**config.mk**
```make
export PLATFORM = sky130hd
export DESIGN_NAME = lru_key_value_cache
export DESIGN_NICKNAME = d
export VERILOG_FILES = /design/src/rtl/core/lkvc_pkg.sv /design/src/rtl/core/lkvc_ram.sv /design/src/rtl/core/lru_key_value_cache.sv
export VERILOG_INCLUDE_DIRS = /design/src /design/src/rtl/core
export SDC_FILE = /design/constraint.sdc
export NUM_CORES = 1
export LEC_CHECK = 0
export BUFFER_PORTS_ARGS = -buffer_cell sky130_fd_sc_hd__buf_2
export CAP_MARGIN = 40
export CORE_ASPECT_RATIO = 1.25
export CORE_MARGIN = 2
export CORE_UTILIZATION = 50
export DETAILED_ROUTE_END_ITERATION = 7
export PLACE_DENSITY = 0.77
export SLEW_MARGIN = 15
export SYNTH_ARGS = -nofsm -noshare
export SYNTH_HDL_FRONTEND = slang
export SYNTH_SLANG_ARGS = --single-unit
export TNS_END_PERCENT = 50
```
**constraint.sdc**
```tcl
create_clock -name clock -period 13.11 [get_ports clock]
set_clock_uncertainty 0.2 [all_clocks]
set_input_delay 1.9665 -clock clock [delete_from_list [all_inputs] [get_ports clock]]
set_output_delay 1.9665 -clock clock [all_outputs]
set_load 0.01 [all_outputs]
```
**src/rtl/core/assert_macros.svh**
```systemverilog
// ----------------------------------------------------------------------------
// Assertion macros
// Shared concurrent assertion helpers, clocked on clock and disabled in reset.
// ----------------------------------------------------------------------------
`ifndef ASSERT_MACROS_SVH
`define ASSERT_MACROS_SVH

// A condition that must hold at every clock edge outside reset.
`define ASSERT_ALWAYS(label, expr) \
   label: assert property (@(posedge clock) disable iff (reset) (expr)) \
      else $error("assertion failed: invariant violated");

// When the antecedent holds, the consequent must hold in the same cycle.
`define ASSERT_IMPLIES(label, ante, cons) \
   label: assert property (@(posedge clock) disable iff (reset) (ante) |-> (cons)) \
      else $error("assertion failed: implication violated");

`endif

```
**src/rtl/core/lkvc_pkg.sv**
```systemverilog
// ----------------------------------------------------------------------------
// lkvc_pkg
// Request and response types and fixed constants of the LRU key-value cache.
// ----------------------------------------------------------------------------
`default_nettype none

package lkvc_pkg;

   localparam int DATA_W = 32;
   localparam int CAP_W  = 5;

   localparam logic              CMD_GET    = 1'b0;
   localparam logic              CMD_PUT    = 1'b1;
   localparam logic [DATA_W-1:0] MISS_VALUE = 32'hFFFF_FFFF;
   localparam logic [CAP_W-1:0]  CAP_RESET  = 5'd16;

   typedef struct packed {
      logic                     command;
      logic signed [DATA_W-1:0] lookup_key;
      logic signed [DATA_W-1:0] write_value;
   } req_type;

   typedef struct packed {
      logic                     hit;
      logic signed [DATA_W-1:0] read_value;
      logic                     evicted;
      logic signed [DATA_W-1:0] evicted_key;
   } rsp_type;

endpackage

`default_nettype wire

```
**src/rtl/core/lkvc_ram.sv**
```systemverilog
// ----------------------------------------------------------------------------
// lkvc_ram
// Generic simple dual-port RAM: one write port, one read port, registered read.
// ----------------------------------------------------------------------------
`default_nettype none

module lkvc_ram #(
   parameter int WIDTH = 8,
   parameter int DEPTH = 16
) (
   input  wire logic                     clock,
   input  wire logic                     wr_en,
   input  wire logic [$clog2(DEPTH)-1:0] wr_addr,
   input  wire logic [WIDTH-1:0]         wr_data,
   input  wire logic [$clog2(DEPTH)-1:0] rd_addr,
   output logic      [WIDTH-1:0]         rd_data
);

   logic [WIDTH-1:0] mem_ff [DEPTH];
   logic [WIDTH-1:0] rd_data_ff;

   always_ff @(posedge clock) begin
      if (wr_en) begin
         mem_ff[wr_addr] <= wr_data;
      end
      rd_data_ff <= mem_ff[rd_addr];
   end

   assign rd_data = rd_data_ff;

endmodule

`default_nettype wire

```
**src/rtl/core/lru_key_value_cache.sv**
```systemverilog
// A new request is taken only in idle, after the response of the last one is registered;
// a stalled earlier response holds the finish step. One pass over the entry RAM, one
// entry per cycle, matches the key and finds the oldest; a second pass, skipped on a get
// miss, rewrites the rank of each valid entry, so both passes grow with the table size.
// Reset (synchronous) clears valid bits, use count and control; capacity resets to 16.
// ----------------------------------------------------------------------------
// lru_key_value_cache
// Fully associative key-value cache with least-recently-used replacement.
// ----------------------------------------------------------------------------
`default_nettype none

`include "assert_macros.svh"

module lru_key_value_cache
   import lkvc_pkg::*;
#(
   parameter int MAX_ENTRIES = 16,
   parameter int KEY_BITS    = 32
) (
   input  wire logic             clock,
   input  wire logic             reset,
   input  wire logic             req_valid,
   output logic                  req_stall,
   input  wire req_type          req_payload,
   output logic                  rsp_valid,
   input  wire logic             rsp_stall,
   output rsp_type               rsp_payload,
   input  wire logic             csr_valid,
   output logic                  csr_ready,
   input  wire logic [CAP_W-1:0] csr_data
);

   localparam int IDX_W   = $clog2(MAX_ENTRIES);
   localparam int RANK_W  = IDX_W;
   localparam int CNT_W   = $clog2(MAX_ENTRIES + 1);
   localparam int USED_W  = $clog2(MAX_ENTRIES + 1);
   localparam int ENTRY_W = KEY_BITS + DATA_W + RANK_W;

   typedef enum logic [2:0] {
      ST_IDLE,
      ST_SCAN,
      ST_DECIDE,
      ST_UPDATE,
      ST_FINISH
   } state_type;

   state_type state_ff, state_in;

   logic [CNT_W-1:0]       cnt_ff, cnt_in;
   logic                   rd_vld_ff, rd_vld_in;
   logic [IDX_W-1:0]       rd_idx_ff, rd_idx_in;
   logic [CAP_W-1:0]       cap_ff, cap_in;
   logic [USED_W-1:0]      used_ff, used_in;
   logic [MAX_ENTRIES-1:0] valid_ff, valid_in;
   logic                   hit_ff, hit_in;
   logic                   lru_have_ff, lru_have_in;
   logic                   tgt_ok_ff, tgt_ok_in;
   logic                   evict_ff, evict_in;
   logic                   rsp_valid_ff, rsp_valid_in;

   // Payload registers, no reset.
   logic                   cmd_ff, cmd_in;
   logic [KEY_BITS-1:0]    key_ff, key_in;
   logic [DATA_W-1:0]      val_ff, val_in;
   logic [IDX_W-1:0]       hit_idx_ff, hit_idx_in;
   logic [RANK_W-1:0]      hit_rank_ff, hit_rank_in;
   logic [DATA_W-1:0]      hit_val_ff, hit_val_in;
   logic [IDX_W-1:0]       lru_idx_ff, lru_idx_in;
   logic [RANK_W-1:0]      lru_rank_ff, lru_rank_in;
   logic [KEY_BITS-1:0]    lru_key_ff, lru_key_in;
   logic [IDX_W-1:0]       tgt_ff, tgt_in;
   rsp_type                rsp_ff, rsp_in;

   logic                   ram_we;
   logic [IDX_W-1:0]       ram_raddr;
   logic [ENTRY_W-1:0]     ram_wdata;
   logic [ENTRY_W-1:0]     ram_rdata;

   logic [KEY_BITS-1:0]    rd_key;
   logic [DATA_W-1:0]      rd_val;
   logic [RANK_W-1:0]      rd_rank;
   logic                   rd_entry_valid;

   logic [USED_W-1:0]      eff_cap;
   logic [IDX_W-1:0]       free_idx;
   logic                   free_have;
   logic                   put_miss;
   logic                   evict;
   logic                   is_tgt;
   logic                   bump;
   logic                   last_issued;

   lkvc_ram #(
      .WIDTH (ENTRY_W),
      .DEPTH (MAX_ENTRIES)
   ) u_entry_ram (
      .clock   (clock),
      .wr_en   (ram_we),
      .wr_addr (rd_idx_ff),
      .wr_data (ram_wdata),
      .rd_addr (ram_raddr),
      .rd_data (ram_rdata)
   );

   assign rd_key         = ram_rdata[ENTRY_W-1 -: KEY_BITS];
   assign rd_val         = ram_rdata[RANK_W +: DATA_W];
   assign rd_rank        = ram_rdata[RANK_W-1:0];
   assign rd_entry_valid = valid_ff[rd_idx_ff];
   assign ram_raddr      = cnt_ff[IDX_W-1:0];
   assign last_issued    = (cnt_ff == CNT_W'(MAX_ENTRIES));

   // Capacity zero acts as one, and anything above the table size saturates.
   always_comb begin
      if (cap_ff == '0) begin
         eff_cap = USED_W'(1);
      end else if (32'(cap_ff) > 32'(MAX_ENTRIES)) begin
         eff_cap = USED_W'(MAX_ENTRIES);
      end else begin
         eff_cap = USED_W'(cap_ff);
      end
   end

   // The lowest-numbered free slot wins, so scan from the top down.
   always_comb begin
      free_idx  = '0;
      free_have = 1'b0;
      for (int i = MAX_ENTRIES - 1; i >= 0; i--) begin
         if (!valid_ff[i]) begin
            free_idx  = IDX_W'(i);
            free_have = 1'b1;
         end
      end
   end

   assign put_miss = (cmd_ff == CMD_PUT) && !hit_ff;
   assign evict    = put_miss && (used_ff >= eff_cap) && lru_have_ff;

   // On a hit only entries more recent than the hit entry age; on a fill all do.
   assign is_tgt = (rd_idx_ff == tgt_ff);
   assign bump   = rd_entry_valid && !is_tgt && (!hit_ff || (rd_rank < hit_rank_ff));

   always_comb begin
      ram_we    = 1'b0;
      ram_wdata = ram_rdata;
      if (state_ff == ST_UPDATE && rd_vld_ff) begin
         ram_we = rd_entry_valid;
         if (is_tgt) begin
            ram_wdata = {(put_miss ? key_ff : rd_key),
                         ((cmd_ff == CMD_PUT) ? val_ff : rd_val),
                         RANK_W'(0)};
         end else if (bump) begin
            ram_wdata = {rd_key, rd_val, RANK_W'(rd_rank + 1'b1)};
         end
      end
   end

   always_comb begin
      state_in     = state_ff;
      cnt_in       = cnt_ff;
      rd_vld_in    = 1'b0;
      rd_idx_in    = rd_idx_ff;
      cap_in       = cap_ff;
      used_in      = used_ff;
      valid_in     = valid_ff;
      hit_in       = hit_ff;
      lru_have_in  = lru_have_ff;
      tgt_ok_in    = tgt_ok_ff;
      evict_in     = evict_ff;
      rsp_valid_in = rsp_valid_ff;
      cmd_in       = cmd_ff;
      key_in       = key_ff;
      val_in       = val_ff;
      hit_idx_in   = hit_idx_ff;
      hit_rank_in  = hit_rank_ff;
      hit_val_in   = hit_val_ff;
      lru_idx_in   = lru_idx_ff;
      lru_rank_in  = lru_rank_ff;
      lru_key_in   = lru_key_ff;
      tgt_in       = tgt_ff;
      rsp_in       = rsp_ff;

      if (csr_valid && csr_ready) begin
         cap_in = csr_data;
      end

      if (rsp_valid_ff && !rsp_stall) begin
         rsp_valid_in = 1'b0;
      end

      unique case (state_ff)
         ST_IDLE: begin
            if (req_valid) begin
               cmd_in      = req_payload.command;
               key_in      = KEY_BITS'($unsigned(req_payload.lookup_key));
               val_in      = $unsigned(req_payload.write_value);
               hit_in      = 1'b0;
               lru_have_in = 1'b0;
               cnt_in      = '0;
               state_in    = ST_SCAN;
            end
         end

         ST_SCAN: begin
            if (!last_issued) begin
               rd_vld_in = 1'b1;
               rd_idx_in = cnt_ff[IDX_W-1:0];
               cnt_in    = CNT_W'(cnt_ff + 1'b1);
            end
            if (rd_vld_ff && rd_entry_valid) begin
               if (!hit_ff && rd_key == key_ff) begin
                  hit_in      = 1'b1;
                  hit_idx_in  = rd_idx_ff;
                  hit_rank_in = rd_rank;
                  hit_val_in  = rd_val;
               end
               if (!lru_have_ff || rd_rank > lru_rank_ff) begin
                  lru_have_in = 1'b1;
                  lru_idx_in  = rd_idx_ff;
                  lru_rank_in = rd_rank;
                  lru_key_in  = rd_key;
               end
            end
            if (last_issued) begin
               state_in = ST_DECIDE;
            end
         end

         ST_DECIDE: begin
            evict_in  = evict;
            tgt_ok_in = hit_ff || evict || (put_miss && free_have);
            if (hit_ff) begin
               tgt_in = hit_idx_ff;
            end else if (evict) begin
               tgt_in = lru_idx_ff;
            end else begin
               tgt_in = free_idx;
            end
            // An eviction reuses the slot, so the count only grows on a free fill.
            if (put_miss && (evict || free_have)) begin
               if (evict) begin
                  valid_in[lru_idx_ff] = 1'b1;
               end else begin
                  valid_in[free_idx] = 1'b1;
                  used_in            = USED_W'(used_ff + 1'b1);
               end
            end
            cnt_in   = '0;
            state_in = (hit_ff || evict || (put_miss && free_have)) ? ST_UPDATE : ST_FINISH;
         end

         ST_UPDATE: begin
            if (!last_issued) begin
               rd_vld_in = 1'b1;
               rd_idx_in = cnt_ff[IDX_W-1:0];
               cnt_in    = CNT_W'(cnt_ff + 1'b1);
            end
            if (last_issued) begin
               state_in = ST_FINISH;
            end
         end

         ST_FINISH: begin
            if (!rsp_valid_ff || !rsp_stall) begin
               rsp_in.hit         = hit_ff;
               rsp_in.read_value  = (cmd_ff == CMD_PUT) ? '0 :
                                    (hit_ff ? hit_val_ff : MISS_VALUE);
               rsp_in.evicted     = evict_ff;
               rsp_in.evicted_key = evict_ff ? DATA_W'(lru_key_ff) : '0;
               rsp_valid_in       = 1'b1;
               state_in           = ST_IDLE;
            end
         end

         default: begin
            state_in = ST_IDLE;
         end
      endcase
   end

   always_ff @(posedge clock) begin
      if (reset) begin
         state_ff     <= ST_IDLE;
         cnt_ff       <= '0;
         rd_vld_ff    <= 1'b0;
         rd_idx_ff    <= '0;
         cap_ff       <= CAP_RESET;
         used_ff      <= '0;
         valid_ff     <= '0;
         hit_ff       <= 1'b0;
         lru_have_ff  <= 1'b0;
         tgt_ok_ff    <= 1'b0;
         evict_ff     <= 1'b0;
         rsp_valid_ff <= 1'b0;
      end else begin
         state_ff     <= state_in;
         cnt_ff       <= cnt_in;
         rd_vld_ff    <= rd_vld_in;
         rd_idx_ff    <= rd_idx_in;
         cap_ff       <= cap_in;
         used_ff      <= used_in;
         valid_ff     <= valid_in;
         hit_ff       <= hit_in;
         lru_have_ff  <= lru_have_in;
         tgt_ok_ff    <= tgt_ok_in;
         evict_ff     <= evict_in;
         rsp_valid_ff <= rsp_valid_in;
      end
      cmd_ff      <= cmd_in;
      key_ff      <= key_in;
      val_ff      <= val_in;
      hit_idx_ff  <= hit_idx_in;
      hit_rank_ff <= hit_rank_in;
      hit_val_ff  <= hit_val_in;
      lru_idx_ff  <= lru_idx_in;
      lru_rank_ff <= lru_rank_in;
      lru_key_ff  <= lru_key_in;
      tgt_ff      <= tgt_in;
      rsp_ff      <= rsp_in;
   end

   assign req_stall   = (state_ff != ST_IDLE);
   assign rsp_valid   = rsp_valid_ff;
   assign rsp_payload = rsp_ff;
   assign csr_ready   = 1'b1;

   `ASSERT_ALWAYS(a_used_bound, used_ff <= USED_W'(MAX_ENTRIES))
   `ASSERT_ALWAYS(a_used_matches_valid, $countones(valid_ff) == int'(used_ff))
   `ASSERT_IMPLIES(a_write_only_valid, ram_we, valid_ff[rd_idx_ff] && tgt_ok_ff)
   `ASSERT_IMPLIES(a_evict_needs_entry, state_ff == ST_DECIDE && evict, used_ff != '0)

endmodule

`default_nettype wire

```
After elaboration in Yosys (flattened, before gate mapping)

Memory sizes are Yosys's and may differ from the RTL's. A register that Yosys moved wholly into a read port is not among the register bits.
Index checks and enable logic that the tools add are counted.

Bits in registers: 258
Memories kept: 1
Output and inout bits: 69
RAM bits: 1088

Memories:

| memory             | words | width | read ports | clocked after memory_dff | write ports | line           | text |
|---|---|---|---|---|---|---|---|
| u_entry_ram.mem_ff | 16    | 68    | 1          | 1                        | 1           | lkvc_ram.sv:19 | `logic [WIDTH-1:0] mem_ff [DEPTH];` |

Order comparisons: 9
Eq/ne operators: 15
Multiplexer cells: 72
Add/sub/neg operators: 3
Reductions and logical operators: 42
Bitwise gates (word level): 5

Operator list:

| kind                                                              | count |
|---|---|
| 2-to-1 mux 68 bit                                                 | 2 |
| 2-to-1 mux 32 bit                                                 | 3 |
| 2-to-1 mux 4 bit                                                  | 19 |
| equality test 32 bit                                              | 1 |
| bitwise OR 16 bit                                                 | 2 |
| 2-to-1 mux 1 bit                                                  | 31 |
| 2-to-1 mux 5 bit                                                  | 4 |
| 2-to-1 mux 16 bit                                                 | 1 |
| inequality test 2 bit, second input constant                      | 8 |
| less-than comparator 4 x 5 -> 1 bit, second input constant        | 3 |
| 2-to-1 mux 3 bit                                                  | 5 |
| case mux 3 bit (5 select lines)                                   | 1 |
| case mux 5 bit (3 select lines)                                   | 1 |
| logical AND 1 bit                                                 | 13 |
| AND reduction 3 bit                                               | 4 |
| AND reduction 4 bit                                               | 3 |
| adder 5 x 1 -> 5 bit, second input constant                       | 2 |
| demux 1 bit (select 4 bit)                                        | 2 |
| greater-or-equal comparator 4 x 1 -> 1 bit, second input constant | 2 |
| AND reduction 2 bit                                               | 4 |
| equality test 3 x 2 -> 1 bit, second input constant               | 2 |
| logical OR 1 bit                                                  | 6 |
| nonzero test 3 bit                                                | 2 |
| equality test 5 bit, second input constant                        | 1 |
| other kinds (16)                                                  | 24 |

Longest topological paths before layout

Depth after elaboration: 22
Depth in mapped cells: 11

Cells and area by module

From an unflattened synthesis, not the netlist that was laid out.

Cell total of the unflattened synthesis: 2544
Area, all modules: 53068.4 sq um

By module, submodules not included:

| module              | cells an instance | instances | area an instance (sq um) |
|---|---|---|---|
| lkvc_ram            | 1750              | 1         | 41980.3 |
| lru_key_value_cache | 794               | 1         | 11088.1 |

Worst setup path before layout

Ideal clock, no wire load.

Path kind: flip-flop to flip-flop
Start: register rd_idx_ff[2]
End: memory u_entry_ram.mem_ff[3][0] (netlist bit) (enable)
Required time: 12224 ps
Stages on the path, launching flop included: 7
Arrival: 8242 ps
Library setup time: 686 ps
Slack: 3982 ps
Path through: dfxtp_1 -> clkbuf_1 -> a2111oi_0 -> nor3_1 -> o21ai_2 -> buf_6 -> nor4b_1

Longest elaborated chain between the ends: 5

RTL lines:

| item                                   | line                       | text |
|---|---|---|
| start: declaration                     | lru_key_value_cache.sv:51  | `logic [IDX_W-1:0] rd_idx_ff, rd_idx_in;` |
| start signal: assignment               | lru_key_value_cache.sv:298 | `rd_idx_ff <= rd_idx_in;` |
| binary-select mux 1 bit (select 4 bit) | lru_key_value_cache.sv:108 | `assign rd_entry_valid = valid_ff[rd_idx_ff];` |
| 2-to-1 mux 1 bit (implied by the code) | lru_key_value_cache.sv:108 |  |
| 2-to-1 mux 1 bit                       | lru_key_value_cache.sv:145 | `if (state_ff == ST_UPDATE && rd_vld_ff) begin` |
| 2-to-1 mux 1 bit                       | lkvc_ram.sv:23             | `if (wr_en) begin` |
| 2-to-1 mux 1 bit (implied by the code) | lkvc_ram.sv:24             | `mem_ff[wr_addr] <= wr_data;` |
| end: declaration                       | lkvc_ram.sv:19             |  |

Several ways; a longest one is shown, not always the timed one. The select of a mux whose other input is x is not followed.

==> results.md <==
- Yosys top cell area share: 73.3%
- Compound-Gate Fraction of Synth Area: 1.40%
- Simple-gate share of the synthesized area: 2.36%
- DP HPWL: 63600 um
- Clock H-tree levels: 4
- Clk slew on worst S/H paths: 0.06 ns
- Element type at the critical path end: flip-flop
- Startpoint Class: flip-flop
- Top_reg_cell synth: edfxtp_1
- Crit Path Class: reg -> reg
- I/O pins: 144
- DIE AREA: 109000 sq um
- GR Util All Layers: 22.8%
- Total core area: 106000 sq um
- Syn_nets: 2511
- Area share of fa/ha/maj cells after synthesis: 0.375%
- Layout cell share with drive strength beyond 1: 30.8%
- Layout area overhead: 13.8%
- Clock sink count: 1414
- Seq pwr share: 54.7%
- Crit path max fanout: 108
- Initial antenna violation count: 1
- Async SR Flop Fraction: 0%
- Post-synthesis cell type count: 66
- Avg WL per Cell: 29.2 um
- DR iter-0 viols: 3147
- Max Clk Rate: 221 MHz
- # fillers: 7405
- Net Sw Frac: 20.0%
- Unrepaired setup endpoints after global routing: no
- Minimum clock period: 4.53 ns
- Mapped cell area: 53400 sq um
- Part of the power in combinational logic: 2.4%
- CP arrival: 4.93 ns
- Synth warn: 0
- Setup Buffers After CTS: 0
- P per Cell Area: 149 nW/um^2
- Global-route wire length before repair: 180000 um
- Post-synth EDFFs: 1303
- Ant diodes: 0
- Overall Power: 9.05 mW
- CP required: 13.52 ns
- Final Util: 57.2%
- Psw: 1.81 mW
- Placed Cells: 3945
- Syn Inst Count: 2420
- Avg Cell Area, Syn: 22.1 sq um
- Final Hold Vio Count: 0
- Max-cap violations: 0
- Setup TNS: 0 ns
- Synth area leader: edfxtp_1
- Int Pwr: 7.24 mW
- Gpl congestion: 0.865
- Seq/Total Area, Yosys: 77.4%
- Starting density of the core: 50.2%
- Hold crit path type: reg -> reg
- Peak supply drop: 0.000101 V
- Final setup fails: 0
- Height of the die: 369 um
- FP Rows: 134
- Largest cells by area after synthesis: edfxtp_1 73%, mux4_2 14%, dfxtp_1 4.2%
- Hold_buf cts: 0
- Slew at the pin with the worst max-slew slack: 0.904 ns
- Clock power share: 42.9%
- Commonest cells after routing, fill and taps aside: 1303 x edfxtp_1, 343 x mux4_2, 142 x buf_2, 137 x clkbuf_16, 105 x dfxtp_1
- Max-slew violations: 0
- DRT Pass-1 Iters: 8
- CTS tree: done
- GRT overflow: 0
- Most common cell after layout, fill and taps aside: edfxtp_1
- Via count: 25.7k
- Clock Tree Buf Depth: 3
- Port Buf Inserts: 142
- Finished Layout Cells: 4189
- Pin count of the biggest net entering global routing: 109
- Number of global-route vias before repair: 26.9k
- Clk Latency, worst-skew pair: 0.76 ns
- Number of gates resized after CTS: 0
- DRC violations left: 0
- Combinational family with the most area after synthesis: multiplexers
- Via density: 6.12
- Leakage Power: 19.0 nW
- Fin crit share: 34.5%
- XOR/XNOR Fraction of Synth Area: 0.722%
- Post-synthesis mux area share: 16.2%
- CTS Buf Count: 133
- Final ANT Viol Nets: 0
- Nets: 2743
- Outcome: complete, no violations
- Chip Width: 296 um
- WL final: 122000 um
- Seq cells post-synth: 1414
- Slew HR: 39.8%
- CTS Root Cell: clkbuf_16
-- area by class of cell --
type | instances | area (sq um) | area share, %
Tap cell | 1428 | 1790 | 2.94
Multi-Input combinational cell | 834 | 11400 | 18.7
Timing Repair Buffer | 215 | 1640 | 2.70
Clock buffer | 175 | 3680 | 6.06
Inverter | 54 | 204 | 0.336
Sequential cell | 1414 | 41400 | 68.1
Clock inverter | 69 | 703 | 1.16
-- registers in the layout, summed over array words and instances, names as in the netlist, 3 cells and up --
signal	count
cap_ff	5
cnt_ff	5
hit_idx_ff	4
hit_rank_ff	4
hit_val_ff	32
key_ff	32
lru_idx_ff	4
lru_key_ff	32
lru_rank_ff	4
rd_idx_ff	4
rsp_payload	66
state_ff	3
tgt_ff	4
u_entry_ram.mem_ff	1088
u_entry_ram.rd_data	68
used_ff	5
val_ff	32
valid_ff	16
-- Yosys cell counts (2+ instances only) --
cell type,n
buf_12,3
xor2_1,7
o2bb2ai_1,6
buf_1,7
nand4_1,19
o21a_1,5
or4_1,2
and3_1,7
xnor2_1,37
o31ai_1,2
o21ai_0,13
a21oi_1,55
o221a_2,2
mux4_2,343
a31oi_1,8
dfxtp_1,111
inv_1,53
and2_1,33
a211oi_1,3
nand3_1,16
mux2_2,34
o32a_1,2
clkbuf_1,62
a2111oi_0,2
nor2_1,57
a32oi_1,2
mux2_4,30
a21o_1,2
or3_1,4
nor4_1,9
nor4b_1,2
buf_2,35
nand2b_1,11
a22oi_1,3
mux2i_1,10
nor2b_1,10
nand2_1,44
buf_4,6
nor3_1,15
ha_1,16
a41oi_1,2
buf_6,4
edfxtp_1,1303
-- layer usage --
| metal | routed length [um] | GRT usage (%) | vias to the layer above |
|---|---|---|---|
| met1 | 45000 | 29.7 | 13500 |
| met3 | 9580 | 4.07 | 278 |
| met5 | 0 | 0 | - |
| met2 | 63100 | 38.2 | 1439 |
| met4 | 4490 | 9.20 | 0 |
| li1 | - | - | 10400 |
-- power groups by stage --
stage / registers [mW] / logic (mW) / clock network, mW
global placement: 5.05 / 0.205 / 0
global route: 4.95 / 0.236 / 4.10
finish: 4.95 / 0.219 / 3.88
CTS: 4.95 / 0.221 / 3.93
detailed placement: 5.05 / 0.218 / 0
floorplan: 5.03 / 0.162 / 0
-- worst paths after layout --
kind,start,end,slack [ns],cells after the start
worst max-delay path,cnt_ff[0],u_entry_ram.rd_data[47],8.58,5
worst min-delay path,u_entry_ram.rd_data[5],hit_val_ff[1],0.23,0
worst max register to register,cnt_ff[0],u_entry_ram.rd_data[47],8.58,5
worst min register to register,u_entry_ram.rd_data[5],hit_val_ff[1],0.23,0
-- critical path, stage by stage (launching register included) --
cell and delay (ns):
dfxtp_4 0.73, buf_4 0.66, buf_12 0.69, buf_12 0.73, mux4_2 0.62, mux4_2 0.49
-- kinds of logic (layout without fill, tap and decap cells) --
family / count (synthesis) / after routing
DFF: 1414 / 1414
muxes: 417 / 417
and+or+nand+nor: 238 / 238
buffers and inverters: 172 / 513
AOI/OAI and AO/OA: 118 / 118
xor gates and xnor gates: 44 / 44
adders and majority gates: 16 / 16
other: 1 / 1
-- through the flow --
stage | setup slack [ns] | cell area [sq um] | hold slack, ns
6_report | 8.58 | 60800 | 0.227
5_1_grt | 8.19 | 60800 | 0.243
4_1_cts | 8.46 | 60800 | 0.228
3_5_place_dp | 8.48 | 56400 | 0.214
3_3_place_gp | 8.58 | 55900 | 0.217
2_1_floorplan | 3.98 | 53400 | 0.203
Note: power is estimated with default switching activity, not from simulation.
